===== src/hw/rtl/sac_isqrt.sv =====
// Pipelined integer square root, one result bit per register stage, with a
// sideband word carried alongside. Depends on nothing.
`default_nettype none

module sac_isqrt #(
  parameter int IN_W   = 64,
  parameter int SIDE_W = 1
) (
  input  logic                clk,
  input  logic                rst_n,
  input  logic                en,
  input  logic                vld_i,
  input  logic [IN_W-1:0]     rad_i,
  input  logic [SIDE_W-1:0]   side_i,
  output logic                vld_o,
  output logic [IN_W/2-1:0]   root_o,
  output logic [SIDE_W-1:0]   side_o
);

  localparam int OUT_W = IN_W / 2;

  logic [IN_W-1:0]   rem_r  [OUT_W];
  logic [OUT_W-1:0]  root_r [OUT_W];
  logic [SIDE_W-1:0] side_r [OUT_W];
  logic              vld_r  [OUT_W];

  for (genvar j = 0; j < OUT_W; j++) begin : g_stage
    localparam int K = OUT_W - 1 - j;
    logic [IN_W-1:0]   rem_in;
    logic [OUT_W-1:0]  root_in;
    logic [SIDE_W-1:0] side_in;
    logic              vld_in;
    logic [IN_W-1:0]   trial;

    // stage input: ports for the first stage, previous stage otherwise
    if (j == 0) begin : g_first
      assign rem_in  = rad_i;
      assign root_in = '0;
      assign side_in = side_i;
      assign vld_in  = vld_i;
    end else begin : g_next
      assign rem_in  = rem_r[j-1];
      assign root_in = root_r[j-1];
      assign side_in = side_r[j-1];
      assign vld_in  = vld_r[j-1];
    end

    // trial subtrahend for result bit K
    assign trial = (IN_W'(root_in) << (K + 1)) | (IN_W'(1) << (2 * K));

    always_ff @(posedge clk) begin
      if (!rst_n) begin
        vld_r[j] <= 1'b0;
      end else if (en) begin
        vld_r[j] <= vld_in;
      end
    end

    always_ff @(posedge clk) begin
      if (en) begin
        side_r[j] <= side_in;
        if (rem_in >= trial) begin
          rem_r[j]  <= rem_in - trial;
          root_r[j] <= root_in | (OUT_W'(1) << K);
        end else begin
          rem_r[j]  <= rem_in;
          root_r[j] <= root_in;
        end
      end
    end
  end

  assign vld_o  = vld_r[OUT_W-1];
  assign root_o = root_r[OUT_W-1];
  assign side_o = side_r[OUT_W-1];

endmodule

`default_nettype wire


===== config.mk =====
export PLATFORM = sky130hd
export DESIGN_NAME = sac_isqrt
export DESIGN_NICKNAME = d
export VERILOG_FILES = /design/src/hw/rtl/sac_isqrt.sv
export SDC_FILE = /design/constraint.sdc
export NUM_CORES = 2
export LEC_CHECK = 0
export ABC_AREA = 0
export CORE_MARGIN = 2
export CORE_UTILIZATION = 30
export CTS_CLUSTER_DIAMETER = 60
export DETAILED_ROUTE_END_ITERATION = 16
export DONT_BUFFER_PORTS = 1
export GPL_ROUTABILITY_DRIVEN = 1
export HOLD_SLACK_MARGIN = 0.08
export PLACE_DENSITY_LB_ADDON = 0.3
export SYNTH_ARGS = -nofsm -noshare
export SYNTH_HDL_FRONTEND = slang
export SYNTH_SLANG_ARGS = --single-unit

===== constraint.sdc =====
create_clock -name clk -period 5.8 [get_ports clk]
set_input_delay 0.58 -clock clk [delete_from_list [all_inputs] [get_ports clk]]
set_output_delay 0.58 -clock clk [all_outputs]
set_load 0.02 [all_outputs]

Word level (Yosys, flattened, before mapping)
Memory sizes are Yosys's and may differ from the RTL's. Index checks and enable logic that the tools add are counted.

Register bits: 0. RAM bits: 3136. Input bits: 69. Output and inout port bits: 34. Word-level logic and storage cells: 457. Memories: 4.

Add/subtract/negate cells: 32. $lt $le $gt $ge: 32. Multiplexer cells: 293. Bitwise operators: 96.

Memory list: rem_r (depth 32, width 64, rd ports 31, clocked after Yosys merged registers in 0, write ports 32, line 22) `logic [IN_W-1:0] rem_r [OUT_W];`; root_r (depth 32, width 32, rd ports 32, clocked after Yosys merged registers in 0, write ports 32, line 23) `logic [OUT_W-1:0] root_r [OUT_W];`; side_r (depth 32, width 1, rd ports 32, clocked after Yosys merged registers in 0, write ports 32, line 24) `logic [SIDE_W-1:0] side_r [OUT_W];`; vld_r (depth 32, width 1, rd ports 32, clocked after Yosys merged registers in 0, write ports 32, line 25) `logic vld_r [OUT_W];`.

Operators with widths (number): 64-bit two-way mux (32); 32-bit two-way mux (32); 1-bit two-way mux (229); 1-bit bitwise OR (96); 64-bit by 33-bit >= comparator with 1-bit output (1); 64-bit by 34-bit >= comparator with 1-bit output (1); 64-bit by 35-bit >= comparator with 1-bit output (1); 64-bit by 36-bit >= comparator with 1-bit output (1); 64-bit by 37-bit >= comparator with 1-bit output (1); 64-bit by 38-bit >= comparator with 1-bit output (1); 64-bit by 39-bit >= comparator with 1-bit output (1); 64-bit by 40-bit >= comparator with 1-bit output (1); 64-bit by 41-bit >= comparator with 1-bit output (1); 64-bit by 42-bit >= comparator with 1-bit output (1); 64-bit by 43-bit >= comparator with 1-bit output (1); 64-bit by 44-bit >= comparator with 1-bit output (1); 64-bit by 45-bit >= comparator with 1-bit output (1); 64-bit by 46-bit >= comparator with 1-bit output (1); 64-bit by 47-bit >= comparator with 1-bit output (1); 64-bit by 48-bit >= comparator with 1-bit output (1); 64-bit by 49-bit >= comparator with 1-bit output (1); 64-bit by 50-bit >= comparator with 1-bit output (1); 64-bit by 51-bit >= comparator with 1-bit output (1); 64-bit by 52-bit >= comparator with 1-bit output (1); other kinds (44) (44).

Longest topological paths before layout
An unclocked memory read counts as a cell.

Depth in word-level cells: 6. Depth in mapped cells: 14. Mapped depth without buffers: 12.

Worst setup path before layout
Ideal clock, no wire load.

Path type: input to register. Start: in en. End: mem rem_r[30][0], in the netlist rem_r[1][896] (enable). Library setup time: 0.487 ns. Arrival: 4.507 ns. Required time: 5.313 ns. Path slack: 0.805 ns. Stages: 6. Path buffers: 6. Path through: clkbuf_1 clkbuf_1 clkbuf_1 clkbuf_1 clkbuf_1 clkbuf_1.

RTL lines: start, declared (line 11) `input logic en,`; end, declared (line 22).

==> summary.txt <==
Status - finished, final reports clean
Vias - 77852
Worst IR Drop VDD - 0.2557 mV
Clock sinks - 2576
Area of the multi-input gates - 42270 µm²
Layout cells sized above 1 - 0.06939
Worst skew pair latency - 880 ps
Crit Path Max Fanout - 233
Final setup viols - 0
Worst r2r dst - rem_r[1][246]
Global placement routability congestion - 1.010
Power Dens Cells - 389.3 nW/µm²
Port bufs - 0
Fin crit share - 0.9533
Post-CTS sizing - 0
Worst r2r path cells - 10
Clock slew at reported path FFs - 60 ps
Pleak - 0.05113 µW
Standard-cell rows - 235
DIE HEIGHT - 644.0 µm
Final ANT Viol Nets - 0
Fin. max-slew vios - 0
Data arrival time of the critical path - 6110 ps
Placement Setup Slack - -1675 ps
Fmax - 180.9 MHz
Clock buffer depth - 4
Vias in the first global route - 79545
Clock skew - 51.83 ps
First-pass GRT wire length - 478.8 mm
Crit end category - flip-flop
Die Wd - 644.0 µm
Crit path required time - 6380 ps
WHS Endpoint - side_r[0][6]
Actual slew at the worst max-slew pin - 1417 ps
Post-DP HPWL - 238.2 mm
Drt via density - 4.940
Global route overflow - 0
Die ar. - 414800 µm²
Initial DRC count - 5608
Setup ws final - 270.8 ps
Total power - 54600 µW
Initial Util - 0.3007
Placed cell count - 15174
Antenna violations before repair - 3
CTS Root Cell - clkbuf_16
Hold path cells - 1
Worst hold path type - in2reg
Ys Warns - 0
Nets@finish - 10717
Unrepaired setup endpoints after global routing - false
Fin util - 0.3432
CTS tree - done
Register Area - 77340 µm²
Synth-to-Final Area Change - 14.14%
Internal reg-to-reg setup slack - 790 ps
H-Tree Depth - 5
Core footprint - 408700 µm²
Tmin final - 5529 ps
IO Pins - 103
CP Launch Type - primary input
Synth Register Bits - 2576
Hold WS - 208.0 ps
Synthesized net count - 10450
Synth Instances - 9823
Slew HR - 0.05519
Final Hold Fails - 0
Post-synthesis sequential area ratio - 0.6294
WL/cell - 20.04 µm
Worst min-delay path startpoint - en
Post-synth EDFFs - 2575
R2r startpoint - rem_r[1][158]
Post-synthesis cell area - 122900 µm²
Drt total wl - 315.7 mm
Largest net degree at the start of global routing - 306
Finished Layout Cells - 15758
Worst setup path category - in2reg
Residual DRC - 0
Synth cell types - 91
Synth Flop Type - edfxtp_1
DR pass1 iterations - 7
Total CTS buffers - 291
Syn Area/Cell - 12.51 µm²
Filler cell count - 39639
# Max-Cap Violations - 0
GRT Total Usage - 0.1481
Fraction of registers with async set/reset - 0
power by group:
part	switching [µW]	leakage [µW]	internal [µW]
Sequential	1930	0.0248	23600
Clock	7390	0.00444	10300
Combinational	6860	0.0219	4510
Total	16200	0.0511	38400
metrics by stage:
step                cell area, µm²  setup TNS, ps
finish                      140300              0
global route                140300              0
floorplan                   122900              0
global placement            130300        -290730
CTS                         140100              0
detailed placement          130300        -248790
layout by cell type, fill, tap and decap left out, types with 37 or more instances in the layout:
cell type,n
nand2b_1,112
nor2b_1,79
mux2_2,59
clkinv_1,48
xnor2_1,472
or4_1,60
a31oi_1,47
dlygate4sd3_1,68
edfxtp_1,2575
a21o_1,226
buf_4,117
clkbuf_1,56
nor4_1,343
ha_1,558
xor2_1,421
clkbuf_16,304
or3_1,99
o21ai_0,542
a21oi_1,533
nor2_1,559
nand3_1,184
inv_1,652
clkinv_2,47
and3_1,76
nor3_1,285
nand2_1,799
a211oi_1,45
nor4b_1,49
or2_2,44
o21a_1,95
o21bai_1,42
nand4_1,157
nand3b_1,37
sequential cells by signal (all words and copies together) (netlist names):
register,count
side_r,32
root_r,528
vld_r,32
rem_r,1984
layer usage:
metal / vias to the layer above / share of wire / global-route usage / routed length [µm]
li1: 37268 / - / - / -
met5: - / 0 / 0 / 0
met3: 681 / 0.031 / 0.01625 / 9784
met1: 38031 / 0.36 / 0.1489 / 112700
met2: 1872 / 0.56 / 0.2948 / 175300
met4: 0 / 0.057 / 0.07835 / 17930
worst max-delay path by stage:
stage                     startpoint             to  slack (ps)
after floorplan                   en  rem_r[1][896]         810
after global placement            en  rem_r[1][959]       -1510
after detailed placement          en  rem_r[1][959]       -1680
after CTS                         en   rem_r[1][40]          50
after global routing              en  rem_r[1][959]          30
final                             en  rem_r[1][951]         270
what timing repair did:
| action | 4_1_cts | 5_1_grt |
|---|---|---|
| setup endpoints to repair | 64 | 266 |
| pin swaps | 0 | 0 |
| setup buffers | 0 | 0 |
| cloned | 2 | 2 |
| hold buffers | 68 | 0 |
| hold endpoints to repair | 104 | 0 |
worst max-delay path: stages:
cell and delay (ps):
buf_16 240, buf_16 300, buf_16 370, buf_16 670
buf_16 430, nand3b_1 270, nor4_1 70, buf_4 140
nand2_1 70, a2111oi_0 70, buf_4 170, nor3b_2 350
nand4_1 210, nor3_2 560, or4b_1 520, xnor2_1 140
cell type report:
class / instances / area share
inverter: 653 / 0.01748
antenna: 3 / 0.00005352
tap: 5451 / 0.04863
multi-input combinational: 6352 / 0.3014
clock inverter: 149 / 0.009206
sequential: 2576 / 0.5514
timing repair buffer: 216 / 0.01649
clock buffer: 358 / 0.05538
cell usage after synthesis, types with 44 or more instances:
library cell     n  area [µm²]
nor4_1         347        2171
or2_2           44       275.3
a21oi_1        534        2673
nand4_1        157       982.2
a211oi_1        45       337.8
nand3_1        184       920.9
a21o_1         226        1697
nor2b_1         79       494.2
ha_1           558        6982
xnor2_1        472        4134
or3_1           99       619.3
inv_1          652        2447
clkbuf_1       229       859.6
edfxtp_1      2575       77320
nor4b_1         50       437.9
and3_1          76       475.5
mux2_2          59       664.4
o21ai_0        544        2723
nor2_1         559        2098
nor3_1         287        1436
o21a_1          95       713.2
or4_1           60       450.4
xor2_1         421        3687
nand2_1        799        2999
a31oi_1         48       300.3
nand2b_1       112       700.7
cells by family (layout without fill, tap and decap cells):
| logic type | count (synthesis) | after routing | synth area share |
|---|---|---|---|
| AND/OR/NAND/NOR | 3028 | 3028 | 0.1262 |
| other | 0 | 3 | 0 |
| XOR/XNOR | 893 | 893 | 0.06365 |
| multiplexers | 72 | 72 | 0.006588 |
| buffers and inverters | 895 | 1376 | 0.02760 |
| flip-flops | 2576 | 2576 | 0.6294 |
| AO/OA/AOI/OAI | 1801 | 1801 | 0.08975 |
| adder cells (fa/ha/maj) | 558 | 558 | 0.05681 |
(Power assumes the default switching activity.)
